### config.mk
export PLATFORM = sky130hd
export DESIGN_NAME = lap_stopwatch_with_average_flat
export DESIGN_NICKNAME = d
export VERILOG_FILES = /design/src/rtl/lsa_pkg.sv /design/src/rtl/lsa_if.sv /design/src/rtl/lsa_ram.sv /design/src/rtl/lsa_ctrl.sv /design/src/rtl/lsa_dp.sv /design/src/rtl/lap_stopwatch_with_average.sv /design/src/flat_wrapper.sv
export VERILOG_INCLUDE_DIRS = /design/src /design/src/rtl
export SDC_FILE = /design/constraint.sdc
export NUM_CORES = 1
export LEC_CHECK = 0
export ABC_AREA = 1
export ABC_CLOCK_PERIOD_IN_PS = 4990
export BUFFER_PORTS_ARGS = -buffer_cell sky130_fd_sc_hd__buf_2
export CAP_MARGIN = 5
export CORE_ASPECT_RATIO = 1.5
export CORE_MARGIN = 2
export CORE_UTILIZATION = 55
export DETAILED_ROUTE_END_ITERATION = 8
export GPL_ROUTABILITY_DRIVEN = 1
export PLACE_DENSITY_LB_ADDON = 0.15
export REMOVE_ABC_BUFFERS = 1
export SLEW_MARGIN = 40
export SYNTH_ARGS = -nofsm -noshare
export SYNTH_HDL_FRONTEND = slang
export SYNTH_SLANG_ARGS = --single-unit
### constraint.sdc
create_clock -name clk -period 4.99 [get_ports clk]
set_clock_uncertainty 0.15 [all_clocks]
set_input_delay 0.998 -clock clk [delete_from_list [all_inputs] [get_ports clk]]
set_output_delay 0.998 -clock clk [all_outputs]
set_load 0.03 [all_outputs]
### src/rtl/lap_stopwatch_with_average_macros.svh
// Assertion macros used by the lap stopwatch datapath.
`ifndef LAP_STOPWATCH_WITH_AVERAGE_MACROS_SVH
`define LAP_STOPWATCH_WITH_AVERAGE_MACROS_SVH

// A condition that must hold at every clock edge outside reset.
`define LSA_ASSERT_ALWAYS(lbl, clk, rst_n, cond, msg) \
    lbl: assert property (@(posedge clk) disable iff (!rst_n) (cond)) else $error(msg);

// A consequent that must hold in the same cycle as its antecedent.
`define LSA_ASSERT_IMP(lbl, clk, rst_n, ante, cons, msg) \
    lbl: assert property (@(posedge clk) disable iff (!rst_n) (ante) |-> (cons)) \
        else $error(msg);

`endif

### src/rtl/lsa_pkg.sv
// Package with the field widths, codes and control types of the lap stopwatch.
`timescale 1ns / 1ps
`default_nettype none

package lsa_pkg;

    localparam int FUNC_W   = 3;
    localparam int SLOT_W   = 4;
    localparam int STATUS_W = 2;
    localparam int VALUE_W  = 32;

    typedef enum logic [FUNC_W-1:0] {
        FN_TICK    = 3'd0,
        FN_START   = 3'd1,
        FN_STOP    = 3'd2,
        FN_SELECT  = 3'd3,
        FN_CLEAR   = 3'd4,
        FN_AVERAGE = 3'd5,
        FN_READ    = 3'd6
    } func_t;

    typedef enum logic [STATUS_W-1:0] {
        ST_OK       = 2'd0,
        ST_IGNORED  = 2'd1,
        ST_BAD_SLOT = 2'd2,
        ST_NO_DATA  = 2'd3
    } status_t;

    // Commands from the controller to the datapath.
    typedef struct packed {
        logic latch;
        logic exec;
        logic rd_capture;
        logic walk;
        logic div_step;
        logic div_finish;
        logic load_out;
    } lsa_cmd_t;

    // Status from the datapath back to the controller.
    typedef struct packed {
        func_t func;
        logic  in_range;
        logic  any_valid;
        logic  walk_done;
        logic  div_done;
        logic  out_free;
    } lsa_stat_t;

endpackage

`default_nettype wire

### src/rtl/lsa_if.sv
// Valid/ready channel interfaces for the command and response words.
`timescale 1ns / 1ps
`default_nettype none

interface lsa_cmd_if;
    logic                       valid;
    logic                       ready;
    logic [lsa_pkg::FUNC_W-1:0] func;
    logic [lsa_pkg::SLOT_W-1:0] slot;

    modport source (output valid, output func, output slot, input ready);
    modport sink   (input valid, input func, input slot, output ready);
endinterface

interface lsa_rsp_if;
    logic                         valid;
    logic                         ready;
    logic [lsa_pkg::STATUS_W-1:0] status;
    logic [lsa_pkg::SLOT_W-1:0]   slot_out;
    logic                         entry_valid;
    logic [lsa_pkg::VALUE_W-1:0]  value;

    modport source (output valid, output status, output slot_out, output entry_valid,
                    output value, input ready);
    modport sink   (input valid, input status, input slot_out, input entry_valid,
                    input value, output ready);
endinterface

`default_nettype wire

### src/rtl/lsa_ram.sv
// Generic single-write, single-read RAM with a registered read port.
`timescale 1ns / 1ps
`default_nettype none

module lsa_ram #(
    parameter int WIDTH = 32,
    parameter int DEPTH = 16
) (
    input  logic                     clk,
    input  logic                     we,
    input  logic [$clog2(DEPTH)-1:0] waddr,
    input  logic [WIDTH-1:0]         wdata,
    input  logic [$clog2(DEPTH)-1:0] raddr,
    output logic [WIDTH-1:0]         rdata
);

    logic [WIDTH-1:0] mem [DEPTH];
    logic [WIDTH-1:0] rdata_reg;

    always_ff @(posedge clk)
    begin
        if (we)
        begin
            mem[waddr] <= wdata;
        end
        rdata_reg <= mem[raddr];
    end

    assign rdata = rdata_reg;

endmodule

`default_nettype wire

### src/rtl/lsa_ctrl.sv
// Controller state machine that sequences each command word through the datapath.
`timescale 1ns / 1ps
`default_nettype none

module lsa_ctrl (
    input  logic               clk,
    input  logic               rst_n,
    input  logic               valid,
    output logic               ready,
    input  lsa_pkg::lsa_stat_t stat,
    output lsa_pkg::lsa_cmd_t  cmd
);

    typedef enum logic [5:0] {
        S_IDLE  = 6'b000001,
        S_EXEC  = 6'b000010,
        S_RDATA = 6'b000100,
        S_WALK  = 6'b001000,
        S_DIV   = 6'b010000,
        S_EMIT  = 6'b100000
    } state_t;

    state_t state_reg;
    state_t state_next;

    assign ready = (state_reg == S_IDLE);

    always_comb
    begin
        state_next = state_reg;
        cmd        = '0;
        unique case (state_reg)
            S_IDLE:
            begin
                if (valid)
                begin
                    cmd.latch  = 1'b1;
                    state_next = S_EXEC;
                end
            end
            S_EXEC:
            begin
                cmd.exec = 1'b1;
                unique case (stat.func)
                    lsa_pkg::FN_SELECT, lsa_pkg::FN_READ:
                        state_next = stat.in_range ? S_RDATA : S_EMIT;
                    lsa_pkg::FN_AVERAGE:
                        state_next = stat.any_valid ? S_WALK : S_EMIT;
                    default:
                        state_next = S_EMIT;
                endcase
            end
            S_RDATA:
            begin
                cmd.rd_capture = 1'b1;
                state_next     = S_EMIT;
            end
            S_WALK:
            begin
                cmd.walk = 1'b1;
                if (stat.walk_done)
                begin
                    state_next = S_DIV;
                end
            end
            S_DIV:
            begin
                if (stat.div_done)
                begin
                    cmd.div_finish = 1'b1;
                    state_next     = S_EMIT;
                end
                else
                begin
                    cmd.div_step = 1'b1;
                end
            end
            S_EMIT:
            begin
                if (stat.out_free)
                begin
                    cmd.load_out = 1'b1;
                    state_next   = S_IDLE;
                end
            end
            default:
            begin
                state_next = S_IDLE;
            end
        endcase
    end

    always_ff @(posedge clk or negedge rst_n)
    begin
        if (!rst_n)
        begin
            state_reg <= S_IDLE;
        end
        else
        begin
            state_reg <= state_next;
        end
    end

endmodule

`default_nettype wire

### src/rtl/lsa_dp.sv
// Datapath: counters, lap memory, averaging walk, serial divider and output register.
`timescale 1ns / 1ps
`default_nettype none
`include "lap_stopwatch_with_average_macros.svh"

module lsa_dp #(
    parameter int SLOTS = 10
) (
    input  logic                         clk,
    input  logic                         rst_n,
    input  lsa_pkg::lsa_cmd_t            cmd,
    output lsa_pkg::lsa_stat_t           stat,
    input  logic [lsa_pkg::FUNC_W-1:0]   func,
    input  logic [lsa_pkg::SLOT_W-1:0]   slot,
    input  logic                         rsp_ready,
    output logic                         rsp_valid,
    output logic [lsa_pkg::STATUS_W-1:0] rsp_status,
    output logic [lsa_pkg::SLOT_W-1:0]   rsp_slot_out,
    output logic                         rsp_entry_valid,
    output logic [lsa_pkg::VALUE_W-1:0]  rsp_value
);

    localparam int VW  = lsa_pkg::VALUE_W;
    localparam int SLW = lsa_pkg::SLOT_W;
    localparam int AW  = $clog2(SLOTS);
    localparam int IW  = $clog2(SLOTS + 1);
    localparam int CW  = $clog2(SLOTS + 1);
    localparam int SW  = VW + $clog2(SLOTS);
    localparam int DCW = $clog2(SW + 1);

    // Control state, cleared by reset.
    logic [VW-1:0]    now_reg,   now_next;
    logic [VW-1:0]    start_reg, start_next;
    logic             running_reg, running_next;
    logic [AW-1:0]    ptr_reg,   ptr_next;
    logic [SLOTS-1:0] valid_reg, valid_next;
    logic             out_valid_reg, out_valid_next;

    // Payload and working registers.
    lsa_pkg::func_t   func_reg, func_next;
    logic [SLW-1:0]   slot_reg, slot_next;
    lsa_pkg::status_t res_status_reg, res_status_next;
    logic [SLW-1:0]   res_slot_reg, res_slot_next;
    logic             res_valid_reg, res_valid_next;
    logic [VW-1:0]    res_value_reg, res_value_next;
    lsa_pkg::status_t out_status_reg, out_status_next;
    logic [SLW-1:0]   out_slot_reg, out_slot_next;
    logic             out_entry_reg, out_entry_next;
    logic [VW-1:0]    out_value_reg, out_value_next;
    logic [SW-1:0]    sum_reg, sum_next;
    logic [CW-1:0]    cnt_reg, cnt_next;
    logic [CW-1:0]    rem_reg, rem_next;
    logic [IW-1:0]    idx_reg, idx_next;
    logic [AW-1:0]    prev_idx_reg, prev_idx_next;
    logic             prev_vld_reg, prev_vld_next;
    logic [DCW-1:0]   div_cnt_reg, div_cnt_next;

    logic             ram_we;
    logic [AW-1:0]    ram_raddr;
    logic [VW-1:0]    ram_rdata;

    logic [VW-1:0]    now_inc;
    logic [VW-1:0]    elapsed;
    logic [AW:0]      ptr_inc;
    logic             ptr_wrap;
    logic [AW-1:0]    slot_idx;
    logic             in_range;
    logic             walk_done;
    logic             out_free;
    logic [CW:0]      div_tmp;
    logic [CW:0]      div_sub;
    logic             div_ge;

    assign now_inc   = now_reg + VW'(1);
    assign elapsed   = now_reg - start_reg;
    assign ptr_inc   = {1'b0, ptr_reg} + (AW + 1)'(1);
    assign ptr_wrap  = (ptr_inc == (AW + 1)'(SLOTS));
    assign slot_idx  = slot_reg[AW-1:0];
    assign in_range  = ({1'b0, slot_reg} < (SLW + 1)'(SLOTS));
    assign walk_done = (idx_reg == IW'(SLOTS));
    assign out_free  = !out_valid_reg || rsp_ready;

    // One restoring step of sum / count per cycle; the sum register becomes the quotient.
    assign div_tmp = {rem_reg, sum_reg[SW-1]};
    assign div_sub = div_tmp - {1'b0, cnt_reg};
    assign div_ge  = (div_tmp >= {1'b0, cnt_reg});

    assign ram_raddr = cmd.walk ? idx_reg[AW-1:0] : slot_idx;

    lsa_ram #(
        .WIDTH(VW),
        .DEPTH(SLOTS)
    ) u_lap_ram (
        .clk  (clk),
        .we   (ram_we),
        .waddr(ptr_reg),
        .wdata(elapsed),
        .raddr(ram_raddr),
        .rdata(ram_rdata)
    );

    always_comb
    begin
        now_next        = now_reg;
        start_next      = start_reg;
        running_next    = running_reg;
        ptr_next        = ptr_reg;
        valid_next      = valid_reg;
        out_valid_next  = out_valid_reg;
        func_next       = func_reg;
        slot_next       = slot_reg;
        res_status_next = res_status_reg;
        res_slot_next   = res_slot_reg;
        res_valid_next  = res_valid_reg;
        res_value_next  = res_value_reg;
        out_status_next = out_status_reg;
        out_slot_next   = out_slot_reg;
        out_entry_next  = out_entry_reg;
        out_value_next  = out_value_reg;
        sum_next        = sum_reg;
        cnt_next        = cnt_reg;
        rem_next        = rem_reg;
        idx_next        = idx_reg;
        prev_idx_next   = prev_idx_reg;
        prev_vld_next   = prev_vld_reg;
        div_cnt_next    = div_cnt_reg;
        ram_we          = 1'b0;

        if (cmd.latch)
        begin
            func_next = lsa_pkg::func_t'(func);
            slot_next = slot;
        end

        if (cmd.exec)
        begin
            res_status_next = lsa_pkg::ST_OK;
            res_slot_next   = SLW'(ptr_reg);
            res_valid_next  = 1'b0;
            res_value_next  = '0;
            unique case (func_reg)
                lsa_pkg::FN_TICK:
                begin
                    now_next       = now_inc;
                    res_value_next = now_inc;
                end
                lsa_pkg::FN_START:
                begin
                    if (!running_reg)
                    begin
                        start_next     = now_reg;
                        running_next   = 1'b1;
                        res_value_next = now_reg;
                    end
                    else
                    begin
                        res_status_next = lsa_pkg::ST_IGNORED;
                        res_value_next  = start_reg;
                    end
                end
                lsa_pkg::FN_STOP:
                begin
                    if (running_reg)
                    begin
                        running_next        = 1'b0;
                        ram_we              = 1'b1;
                        valid_next[ptr_reg] = 1'b1;
                        res_valid_next      = 1'b1;
                        res_value_next      = elapsed;
                        ptr_next            = ptr_wrap ? '0 : ptr_inc[AW-1:0];
                    end
                    else
                    begin
                        res_status_next = lsa_pkg::ST_IGNORED;
                    end
                end
                lsa_pkg::FN_SELECT, lsa_pkg::FN_READ:
                begin
                    // In range, the memory read issued now is picked up in the next cycle.
                    res_slot_next = slot_reg;
                    if (!in_range)
                    begin
                        res_status_next = lsa_pkg::ST_BAD_SLOT;
                    end
                end
                lsa_pkg::FN_CLEAR:
                begin
                    // An invalid slot reads as zero, so the stored value need not be touched.
                    valid_next[ptr_reg] = 1'b0;
                end
                lsa_pkg::FN_AVERAGE:
                begin
                    res_slot_next = '0;
                    sum_next      = '0;
                    cnt_next      = '0;
                    rem_next      = '0;
                    idx_next      = '0;
                    prev_vld_next = 1'b0;
                    div_cnt_next  = '0;
                    if (valid_reg == '0)
                    begin
                        res_status_next = lsa_pkg::ST_NO_DATA;
                    end
                end
                default:
                begin
                    res_status_next = lsa_pkg::ST_IGNORED;
                end
            endcase
        end

        if (cmd.rd_capture)
        begin
            res_valid_next = valid_reg[slot_idx];
            res_value_next = valid_reg[slot_idx] ? ram_rdata : '0;
            if (func_reg == lsa_pkg::FN_SELECT)
            begin
                ptr_next = slot_idx;
            end
        end

        // The walk reads one slot per cycle and adds the slot read in the previous cycle.
        if (cmd.walk)
        begin
            if (prev_vld_reg && valid_reg[prev_idx_reg])
            begin
                sum_next = sum_reg + SW'(ram_rdata);
                cnt_next = cnt_reg + CW'(1);
            end
            if (!walk_done)
            begin
                prev_idx_next = idx_reg[AW-1:0];
                prev_vld_next = 1'b1;
                idx_next      = idx_reg + IW'(1);
            end
            else
            begin
                prev_vld_next = 1'b0;
            end
        end

        if (cmd.div_step)
        begin
            rem_next     = div_ge ? div_sub[CW-1:0] : div_tmp[CW-1:0];
            sum_next     = {sum_reg[SW-2:0], div_ge};
            div_cnt_next = div_cnt_reg + DCW'(1);
        end

        if (cmd.div_finish)
        begin
            res_status_next = lsa_pkg::ST_OK;
            res_value_next  = sum_reg[VW-1:0];
        end

        if (cmd.load_out)
        begin
            out_valid_next  = 1'b1;
            out_status_next = res_status_reg;
            out_slot_next   = res_slot_reg;
            out_entry_next  = res_valid_reg;
            out_value_next  = res_value_reg;
        end
        else if (rsp_ready)
        begin
            out_valid_next = 1'b0;
        end
    end

    always_ff @(posedge clk or negedge rst_n)
    begin
        if (!rst_n)
        begin
            now_reg       <= '0;
            start_reg     <= '0;
            running_reg   <= 1'b0;
            ptr_reg       <= '0;
            valid_reg     <= '0;
            out_valid_reg <= 1'b0;
        end
        else
        begin
            now_reg       <= now_next;
            start_reg     <= start_next;
            running_reg   <= running_next;
            ptr_reg       <= ptr_next;
            valid_reg     <= valid_next;
            out_valid_reg <= out_valid_next;
        end
    end

    always_ff @(posedge clk)
    begin
        func_reg       <= func_next;
        slot_reg       <= slot_next;
        res_status_reg <= res_status_next;
        res_slot_reg   <= res_slot_next;
        res_valid_reg  <= res_valid_next;
        res_value_reg  <= res_value_next;
        out_status_reg <= out_status_next;
        out_slot_reg   <= out_slot_next;
        out_entry_reg  <= out_entry_next;
        out_value_reg  <= out_value_next;
        sum_reg        <= sum_next;
        cnt_reg        <= cnt_next;
        rem_reg        <= rem_next;
        idx_reg        <= idx_next;
        prev_idx_reg   <= prev_idx_next;
        prev_vld_reg   <= prev_vld_next;
        div_cnt_reg    <= div_cnt_next;
    end

    assign stat.func      = func_reg;
    assign stat.in_range  = in_range;
    assign stat.any_valid = (valid_reg != '0);
    assign stat.walk_done = walk_done;
    assign stat.div_done  = (div_cnt_reg == DCW'(SW));
    assign stat.out_free  = out_free;

    assign rsp_valid       = out_valid_reg;
    assign rsp_status      = out_status_reg;
    assign rsp_slot_out    = out_slot_reg;
    assign rsp_entry_valid = out_entry_reg;
    assign rsp_value       = out_value_reg;

    `LSA_ASSERT_ALWAYS(a_ptr_in_range, clk, rst_n, ptr_inc <= (AW + 1)'(SLOTS), "pointer out of range")
    `LSA_ASSERT_IMP(a_div_rem_below_count, clk, rst_n, cmd.div_step, rem_reg < cnt_reg, "divider remainder not below count")
    `LSA_ASSERT_IMP(a_load_when_free, clk, rst_n, cmd.load_out, out_free, "result loaded over a word not yet taken")

endmodule

`default_nettype wire

### src/rtl/lap_stopwatch_with_average.sv
// Top level of the lap stopwatch: controller, datapath and the two channels.
//
// Each command word on cmd gives exactly one response word on rsp. Commands are taken one
// at a time: tick, start, stop, clear, unknown codes and out-of-range slot numbers go from
// the execute state straight to the emit state, and an in-range select or read passes
// through a read-capture state between them because the lap memory has a registered read
// port. With any lap held, an average walks the lap memory through its single read port,
// one slot per cycle, and then divides with a restoring divider that produces one quotient
// bit per cycle over a (32 + clog2(SLOTS))-bit sum. A finished response waits in an
// output register, and the next command is accepted while it waits. Lap slot validity is
// held in flip-flops, so the block is ready right after reset.
`timescale 1ns / 1ps
`default_nettype none

module lap_stopwatch_with_average #(
    parameter int SLOTS = 10
) (
    input  logic         clk,
    input  logic         rst_n,
    lsa_cmd_if.sink      cmd,
    lsa_rsp_if.source    rsp
);

    lsa_pkg::lsa_cmd_t  ctl;
    lsa_pkg::lsa_stat_t stat;

    lsa_ctrl u_ctrl (
        .clk  (clk),
        .rst_n(rst_n),
        .valid(cmd.valid),
        .ready(cmd.ready),
        .stat (stat),
        .cmd  (ctl)
    );

    lsa_dp #(
        .SLOTS(SLOTS)
    ) u_dp (
        .clk            (clk),
        .rst_n          (rst_n),
        .cmd            (ctl),
        .stat           (stat),
        .func           (cmd.func),
        .slot           (cmd.slot),
        .rsp_ready      (rsp.ready),
        .rsp_valid      (rsp.valid),
        .rsp_status     (rsp.status),
        .rsp_slot_out   (rsp.slot_out),
        .rsp_entry_valid(rsp.entry_valid),
        .rsp_value      (rsp.value)
    );

endmodule

`default_nettype wire

### src/flat_wrapper.sv
// flat-port wrapper written by rule: the top's interface ports become plain ports
module lap_stopwatch_with_average_flat 
#(
    parameter int SLOTS = 10
)
  (clk, rst_n, cmd_valid, cmd_func, cmd_slot, cmd_ready, rsp_valid, rsp_status, rsp_slot_out, rsp_entry_valid, rsp_value, rsp_ready);
  lsa_cmd_if cmd_i ();
  lsa_rsp_if rsp_i ();
  input  logic clk;
  input  logic rst_n;
  input wire logic [$bits(cmd_i.valid)-1:0] cmd_valid;
  input wire logic [$bits(cmd_i.func)-1:0] cmd_func;
  input wire logic [$bits(cmd_i.slot)-1:0] cmd_slot;
  output wire logic [$bits(cmd_i.ready)-1:0] cmd_ready;
  output wire logic [$bits(rsp_i.valid)-1:0] rsp_valid;
  output wire logic [$bits(rsp_i.status)-1:0] rsp_status;
  output wire logic [$bits(rsp_i.slot_out)-1:0] rsp_slot_out;
  output wire logic [$bits(rsp_i.entry_valid)-1:0] rsp_entry_valid;
  output wire logic [$bits(rsp_i.value)-1:0] rsp_value;
  input wire logic [$bits(rsp_i.ready)-1:0] rsp_ready;
  assign cmd_i.valid = cmd_valid;
  assign cmd_i.func = cmd_func;
  assign cmd_i.slot = cmd_slot;
  assign cmd_ready = cmd_i.ready;
  assign rsp_valid = rsp_i.valid;
  assign rsp_status = rsp_i.status;
  assign rsp_slot_out = rsp_i.slot_out;
  assign rsp_entry_valid = rsp_i.entry_valid;
  assign rsp_value = rsp_i.value;
  assign rsp_i.ready = rsp_ready;
  lap_stopwatch_with_average #(.SLOTS(SLOTS)) u_core (.clk(clk), .rst_n(rst_n), .cmd(cmd_i), .rsp(rsp_i));
endmodule
* Yosys cells after proc, flatten, opt, wreduce, memory -nomap -nowiden
Memories as Yosys holds them, arrays and structs flattened. A register that Yosys moved wholly into a read port is not among the register bits.
Cells that the tools add are included.
Widths: inputs -> output; s select.
** Cells by class
- Div/mod/pow operators :: 0
- $mul :: 0
- Shift operators :: 0
- Bitwise operators :: 4
- $lt $le $gt $ge :: 6
- Reduce and logical (&&, ||, !) cells :: 26
- Equality and inequality tests :: 20
- $add $sub $neg :: 8
- Muxes and demuxes :: 80
** Operators by type and width (count)
- $mux 32 :: 6
- $mux 36 :: 5
- $pmux 32 s3 :: 1
- $mux 4 :: 19
- $mux 6 :: 9
- $add 36x32->36 :: 1
- $pmux 6 s6 :: 1
- $add 32x1->32 const B :: 1
- $sub 32x32->32 :: 1
- $mux 1 :: 27
- $pmux 10 s2 :: 1
- $reduce_bool 2->1 :: 8
- $lt 4x5->1 const B :: 3
- $eq 6x6->1 const B :: 2
- $pmux 6 s2 :: 1
- $reduce_and 2->1 :: 6
- $and 10x10->10 :: 1
- $logic_not 10->1 :: 1
- $mux 10 :: 1
- $not 10->10 :: 1
- $or 10x10->10 :: 1
- $pmux 2 s5 :: 1
- $reduce_bool 10->1 :: 1
- $eq 3x3->1 const B :: 3
- other kinds (32) :: 42
** Storage, ports and cells
- ROM bits :: 0
- Memories :: 1
- Output and inout port bits :: 41
- Bits in registers :: 230
- Logic and storage cells :: 169
- Latch bits :: 0
- Bits in writable memories :: 320
- Input bits :: 11
** Memories
- u_core.u_dp.u_lap_ram.mem :: depth 10, width 32, rd ports 1, clocked after Yosys merged registers in 1, write ports 1, RTL line lsa_ram.sv:17 : logic [WIDTH-1:0] mem [DEPTH];

* Longest topological paths before layout
Gate-level depths: netlist (run 1).
- Depth after elaboration :: 8
- Gate-level depth with buffers :: 17
- Gate-level depth less buffers :: 17

* Hierarchy
Synthesis (run 1) repeated with hierarchy kept, for this count alone.
** Second synthesis, totals
- Cells, all modules :: 3838
- Area, all modules :: 31207.4 µm²
** Modules (own cells, without submodules)
- lsa_dp :: area an instance 16649.7 µm², sequential area each 5865.6 µm², times used 1, cells each 2500
- lsa_ram :: area an instance 14111.0 µm², sequential area each 10249.8 µm², times used 1, cells each 1270
- lsa_ctrl :: area an instance 446.7 µm², sequential area each 151.4 µm², times used 1, cells each 68

* Worst setup path after synthesis (run 1)
Ideal clock, no wire load.
- Path kind :: register to register
- Start point :: register u_core.u_dp.func_reg[0]
- End point :: memory u_core.u_dp.u_lap_ram.mem[8][0], enable pin
- Data required time :: 4.339 ns
- Slack :: -0.136 ns
- Buffers on the path :: 1
- Library setup time :: 0.501 ns
- Data arrival time :: 4.474 ns
- Period minus slack after synthesis :: 5.126 ns
- Stages on the path, launching flop included :: 9
- Cells stage by stage :: edfxtp_1 inv_1 nand2_1 nor2_1 nand2_1 nor2_1 inv_1 buf_1 nor4_1
** Between the ends
- Word-level cells in the longest chain between the ends :: 5
** RTL lines
- from (decl) :: RTL line lsa_dp.sv:40 : lsa_pkg::func_t func_reg, func_next;
- from (signal assigned) :: RTL line lsa_dp.sv:293 : func_reg <= func_next;
- $eq 3x2->1 :: RTL line lsa_dp.sv:141 : unique case (func_reg)
- $mux 1 :: RTL line lsa_dp.sv:141
- $mux 1 :: RTL line lsa_dp.sv:135 : if (cmd.exec)
- $mux 1 :: RTL line lsa_ram.sv:22 : if (we)
- $mux 1 (not written as such) :: RTL line lsa_ram.sv:24 : mem[waddr] <= wdata;
- to (decl) :: RTL line lsa_ram.sv:17
No other way between the ends.

* Worst setup path in the final report (run 1)
- Start point :: register u_core.u_dp.now_reg[0]
- End point :: register u_core.u_dp.res_value_reg[12] (data pin)
** Between the ends
- Word-level cells in the longest chain between the ends :: 6
- Elaborated cells between the ends (all ways) :: 7
- Classes of those cells :: add/sub: 2; mux: 5
** RTL lines
- from (decl) :: RTL line lsa_dp.sv:32 : logic [VW-1:0] now_reg, now_next;
- from (signal assigned) :: RTL line lsa_dp.sv:282 : now_reg <= now_next;
- $sub 32x32->32 :: RTL line lsa_dp.sv:75 : assign elapsed = now_reg - start_reg;
- via u_core.u_dp.elapsed[12] :: RTL line lsa_dp.sv:63 : logic [VW-1:0] elapsed;
- $mux 32 :: RTL line lsa_dp.sv:163 : if (running_reg)
- $pmux 32 s3 :: RTL line lsa_dp.sv:141
- $mux 32 :: RTL line lsa_dp.sv:135
- $mux 32 :: RTL line lsa_dp.sv:212 : if (cmd.rd_capture)
- $mux 32 :: RTL line lsa_dp.sv:249 : if (cmd.div_finish)
- via u_core.u_dp.res_value_next[12] :: RTL line lsa_dp.sv:45 : logic [VW-1:0] res_value_reg, res_value_next;
- to (signal assigned) :: RTL line lsa_dp.sv:298 : res_value_reg <= res_value_next;
- to (decl) :: RTL line lsa_dp.sv:45
The timed path passes the listed nets, and every way through them passes these cells. The select of a mux whose other input is x is not followed.
A chain may end at the register's enable or synchronous reset.

==> results.py, run 1 <==
metrics = {
    "timing": {
        "fin_crit_sh_pct": 69.9,
        "hold_viol": 0,
        "setup_viol": 0,
        "holdWs_ps": 250,
        "slew_violations": 0,
        "rsz0062_at_grt": "no",
        "fin_tns_setup_ps": 0,
        "tightest_slew_ps": 858,
        "fin_crit_ps": 3490,
        "relSlewSlack_pct": 42.8,
        "max_freq_mhz": 287,
        "setup_ws_ps": 1500,
    },
    "finish": {
        "register_area_um2": 16300,
        "final_common_cell": "nand2_1",
        "layout_common_cells": "nand2_1 (887), edfxtp_1 (418), inv_1 (406)",
        "fin_nets": 3557,
        "antenna_cells": 0,
        "largest_register_ffs": 320,
        "drive_gt1_share_pct": 8.75,
        "fin_util_pct": 61.6,
        "multi_input_area_um2": 11900,
        "syn_to_final_growth_pct": 10.4,
        "fillers": 4657,
    },
    "placement": {
        "dp_slack_ps": 1600,
        "port_buffers": 51,
        "hpwl_um": 66900,
        "routabilityCongestion": 1.07,
    },
    "setup_path": {
        "regToRegSetupSlack_ps": 1500,
        "cp.required_ps": 5290,
        "cp-end-kind": "flop",
        "critPathKind": "flop to flop",
        "crit_end": "u_core.u_dp.res_value_reg[12]",
        "critPathArrivalTime_ps": 3790,
        "reg2reg_depth": 13,
        "cp-start-kind": "flop",
        "r2r_end": "u_core.u_dp.res_value_reg[12]",
        "crit_fanout": 11,
        "crit_path_start": "u_core.u_dp.now_reg[0]",
        "reg2reg_from": "u_core.u_dp.now_reg[0]",
    },
    "synth": {
        "syn_area_um2": 30100,
        "syn_avg_cell_area_um2": 8.76,
        "yosys_most_used_dff": "edfxtp_1",
        "ys_ff_latch": 582,
        "netlist_top_cells_area": "edfxtp_1 (42%), nand2_1 (11%), dfrtp_1 (7.1%)",
        "yosysWarnings": 0,
        "synthCells": 3432,
        "synthArstFlopShare_pct": 14.8,
        "synth_top_area_share_pct": 41.8,
        "ys_seq_area_share_pct": 54.1,
        "yosysTopAreaCell": "edfxtp_1",
        "ys_types": 50,
        "synth_edf_count": 418,
    },
    "drt": {
        "postRouteAntennaNets": 0,
        "vias": 24600,
        "via_per_inst": 5.86,
        "dr.pass1.iters": 7,
        "post_drt_wl_per_cell_um": 22.6,
        "drc_errors": 0,
        "drt_iter0_drc": 2197,
        "wirelength_um": 94900,
    },
    "pwr": {
        "fin_total_pwr_w": 0.0208,
        "p_per_area_nw_per_um2": 626,
        "leakagePower_nw": 13.9,
        "irDropWorstVdd_mv": 0.455,
    },
    "global_route": {
        "overflow": 0,
        "antenna_found_initial": 1,
        "grt_usage_pct": 33.7,
        "grt_pass1_wl_um": 144000,
        "grt_max_degree": 161,
        "grt_pass1_vias": 24100,
    },
    "flow_run": {
        "maxCapViolations": 0,
    },
    "clocking": {
        "cts_buffer_depth": 3,
        "numCtsBuffers": 54,
        "cts_tree": "built",
        "h-tree-depth": 2,
        "cts_root_buffer": "clkbuf_16",
        "cts_hold_buf": 0,
        "clk_pin_slew_ps": 70,
        "cts_resized": 0,
        "numClockSinks": 582,
        "clk_latency_ps": 660,
        "postCtsSetupRepairBufs": 0,
    },
    "die": {
        "rows": 104,
        "pin_count": 52,
        "die_x_um": 195,
        "chipHeight_um": 290,
        "initial_core_util_pct": 55.8,
        "die_area_um2": 56600,
        "core_area_um2": 53900,
    },
    "hold_path": {
        "min_path_type": "primary input to async pin",
    },
    "status": {
        "status": "complete, no violations",
    },
}
## cell usage after synthesis, drive strengths merged (79+ instances only)
cell type	n
inv	413
o21ai	290
nand3	211
edfxtp	418
a21oi	141
or2	79
o211ai	116
nand2	890
nor2	273
clkbuf	91
dfrtp	85
ha	79
## kinds of logic (layout without fill, tap and decap cells)
group / Yosys count / after routing / share of synthesized area [%]
xor gates and xnor gates: 53 / 53 / 1.54
adders and majority gates: 82 / 82 / 3.49
and+or+nand+nor: 1548 / 1548 / 21.7
AOI/OAI and AO/OA: 628 / 628 / 12.0
buffers and inverters: 539 / 617 / 7.07
DFF: 582 / 582 / 54.1
## how the worst min path moves through the flow
stage | endpoint | slack, ps | cells past startpoint
3_5_place_dp | u_core.u_dp.rsp_value[15] | 250 | 0
2_1_floorplan | u_core.u_dp.rsp_entry_valid | 250 | 0
5_1_grt | u_core.u_dp.rsp_value[15] | 270 | 0
6_report | u_core.u_dp.now_reg[30] | 250 | 1
4_1_cts | u_core.u_dp.now_reg[30] | 250 | 1
3_3_place_gp | u_core.u_dp.rsp_value[17] | 250 | 0
## layer usage
layer  wire length, µm  share of wire (%)  track usage, %  vias to the layer above
met5                13              0.014               0                        -
met4              6800                7.2            21.2                        2
met3              5670                6.0            4.34                      288
met2             46400                 49            57.9                      938
met1             36000                 38            40.1                    11800
li1                  -                  -               -                    11500
## report_power, final
group	leakage [nW]	switching (W)	total, W	internal [W]
logic	7.30	0.00630	0.00832	0.00202
registers	5.63	0.000485	0.00794	0.00745
clock network	0.942	0.00191	0.00450	0.00259
## critical path, stage by stage, from the launching register on
cell	delay, ps
dfrtp_1	480
inv_1	170
ha_1	160
inv_1	40
fa_1	470
nand3_1	110
nand3_1	170
nand3_1	120
nand3_1	160
xor2_1	690
nand2_1	100
nand2_1	160
nand2_1	70
a31oi_1	230
## metrics by stage
| step | instance area (µm²) | instances |
|---|---|---|
| after floorplan | 29500 | 3308 |
| after global placement | 31100 | 4093 |
| after detailed placement | 31200 | 4097 |
| after CTS | 33100 | 4199 |
| after global routing | 33200 | 4199 |
| final | 33200 | 4199 |
## area by class of cell
type,count,share of cell area (%)
multi-input cells,2311,35.7
repair buffers,100,2.06
flip-flops and latches,582,49.0
well taps,689,2.60
clock inverters,40,1.69
clock buffers,62,4.16
inverters,415,4.71
(Power assumes the default switching activity.)
==> inputs of run 2 (changes only) <==
ABC_CLOCK_PERIOD_IN_PS = 3400   (was 4990)
clock period = 3.4 ns   (was 4.99 ns; I/O delays follow)
==> run 2 against run 1 <==
  * Sequential cell count unchanged
  * Routed wire length decreased by 0.14%
  * Cell area increased by 0.43%
  * Hold slack got worse by 150 ps
  * Clock-buffer cell count unchanged
  * Fmax increased by 9.4%
  * Utilization increased by 0.26 points
  * Critical path depth decreased by 1
  * Sequential power increased by 46%
  * Largest power group unchanged
==> results.py, run 2 (synthesis gave the netlist of run 1 again) <==
metrics = {
    "status": {
        "status": "complete, no violations",
    },
    "drt": {
        "drc_errors": 0,
        "drt_iter0_drc": 1971,
        "vias": 24400,
        "wirelength_um": 94700,
        "postRouteAntennaNets": 0,
        "post_drt_wl_per_cell_um": 22.4,
        "dr.pass1.iters": 5,
        "via_per_inst": 5.78,
    },
    "timing": {
        "relSlewSlack_pct": 41.4,
        "hold_viol": 0,
        "max_freq_mhz": 314,
        "tightest_slew_ps": 870,
        "setup_viol": 0,
        "holdWs_ps": 104,
        "slew_violations": 0,
        "rsz0062_at_grt": "no",
        "fin_crit_sh_pct": 93.8,
        "fin_crit_ps": 3190,
    },
    "finish": {
        "drive_gt1_share_pct": 9.09,
        "syn_to_final_growth_pct": 10.9,
        "final_common_cell": "nand2_1",
        "fillers": 4598,
        "multi_input_area_um2": 11800,
        "largest_register_ffs": 320,
        "finalNonFillerCells": 4220,
        "register_area_um2": 16300,
        "fin_util_pct": 61.8,
        "fin_nets": 3579,
        "antenna_cells": 0,
        "layout_common_cells": "nand2_1 (888), edfxtp_1 (418), inv_1 (409)",
    },
    "clocking": {
        "postCtsSetupRepairBufs": 0,
        "numClockSinks": 582,
        "cts_tree": "built",
        "cts_root_buffer": "clkbuf_16",
        "cts_buffer_depth": 3,
        "clk_pin_slew_ps": 70,
        "h-tree-depth": 2,
        "clk_latency_ps": 620,
        "numCtsBuffers": 54,
    },
    "die": {
        "pin_count": 52,
        "initial_core_util_pct": 55.8,
        "rows": 104,
        "die_area_um2": 56600,
        "chipHeight_um": 290,
        "die_x_um": 195,
        "core_area_um2": 53900,
    },
    "pwr": {
        "p_int_w": 0.0176,
        "irDropWorstVdd_mv": 0.609,
        "p_sw_w": 0.0122,
        "p_per_area_nw_per_um2": 893,
        "switching_share_pct": 40.8,
        "leakagePower_nw": 13.9,
        "fin_total_pwr_w": 0.0298,
        "clockPowerShare_pct": 21.2,
        "pwr-share-seq_pct": 39.0,
        "pwr-share-comb_pct": 39.8,
    },
    "setup_path": {
        "cp-end-kind": "flop",
        "critPathArrivalTime_ps": 3410,
        "critPathKind": "flop to flop",
        "crit_fanout": 6,
        "cp-start-kind": "flop",
        "cp.required_ps": 3620,
    },
    "global_route": {
        "overflow": 0,
        "grt_max_degree": 126,
        "grt_usage_pct": 33.6,
        "grt_pass1_vias": 24200,
        "antenna_found_initial": 4,
        "grt_pass1_wl_um": 142000,
    },
    "placement": {
        "hpwl_um": 67300,
        "port_buffers": 51,
        "routabilityCongestion": 1.02,
        "placedCellCount": 4118,
    },
    "hold_path": {
        "min_path_type": "primary input to flop",
    },
    "flow_run": {
        "maxCapViolations": 0,
    },
}
-- run 2: cell types whose count changed in the layout (fill, tap and decap cells not counted), moves of 4 or more --
| cell | previous run | this run |
|---|---|---|
| buf_8 | 4 | 0 |
| clkinv_2 | 12 | 4 |
| buf_4 | 43 | 57 |
| clkinvlp_4 | 2 | 7 |
| buf_12 | 2 | 13 |
-- run 2: area by class of cell --
class                      count  area share, %
clock inverter                39           1.33
timing repair buffer         122           2.88
inverter                     415           4.68
multi-input combinational   2311           35.5
sequential                   582           48.8
tap                          689           2.59
clock buffer                  62           4.21
-- run 2: timing repair --
item | 4_1_cts | 5_1_grt
endpoints found under the setup margin | 0 | 1
endpoints found under the hold margin | 44 | 0
hold buffers | 1 | 0
gates resized for setup | 0 | 1
-- run 2: path summary, 6_finish.rpt --
| check | start | slack, ps | end | cells after the start |
|---|---|---|---|---|
| worst max-delay path | u_core.u_dp.now_reg[13] | 210 | u_core.u_dp.res_value_reg[14] | 12 |
| worst min-delay path | cmd_slot[1] | 100 | u_core.u_dp.slot_idx[1] | 1 |
| worst max register to register | u_core.u_dp.now_reg[13] | 210 | u_core.u_dp.res_value_reg[14] | 12 |
| worst min register to register | u_core.u_dp.res_slot_reg[1] | 270 | u_core.u_dp.rsp_slot_out[1] | 0 |
| max in group asynchronous | rst_n | 1860 | u_core.u_ctrl.state_reg[0] | 3 |
| min in group asynchronous | rst_n | 480 | u_core.u_dp.start_reg[24] | 2 |
-- run 2: layer usage --
layer  routed length [µm]  vias to the layer above  track usage, %
met3                 5370                      273            4.20
met1                36200                    11700            39.9
met5                   13                        -               0
li1                     -                    11600               -
met4                 6990                        2            22.2
met2                46100                      847            57.4
-- run 2: power groups by stage --
stage / clock (W) / sequential (W) / combinational, W
floorplan: 0 / 0.0115 / 0.00729
global placement: 0 / 0.0117 / 0.0113
detailed placement: 0 / 0.0117 / 0.0115
CTS: 0.00640 / 0.0116 / 0.0116
global route: 0.00663 / 0.0117 / 0.0131
finish: 0.00630 / 0.0116 / 0.0118
-- run 2: metrics by stage --
step	area (µm²)	setup WS, ps	setup TNS [ps]
after global routing	33300	65.6	0
after CTS	33300	112	0
after global placement	31400	179	0
final	33300	212	0
after floorplan	29500	-2240	-465500
after detailed placement	31400	166	0
-- run 2: critical path: stages (launching register included) --
cell,delay (ps)
dfrtp_1,510
ha_1,450
nand2_1,80
inv_1,100
nand2_1,90
nor3_1,330
nand2_1,250
nand2_1,220
nand2_1,90
nand3_1,180
o211ai_1,200
a21oi_1,230
nor2_1,60
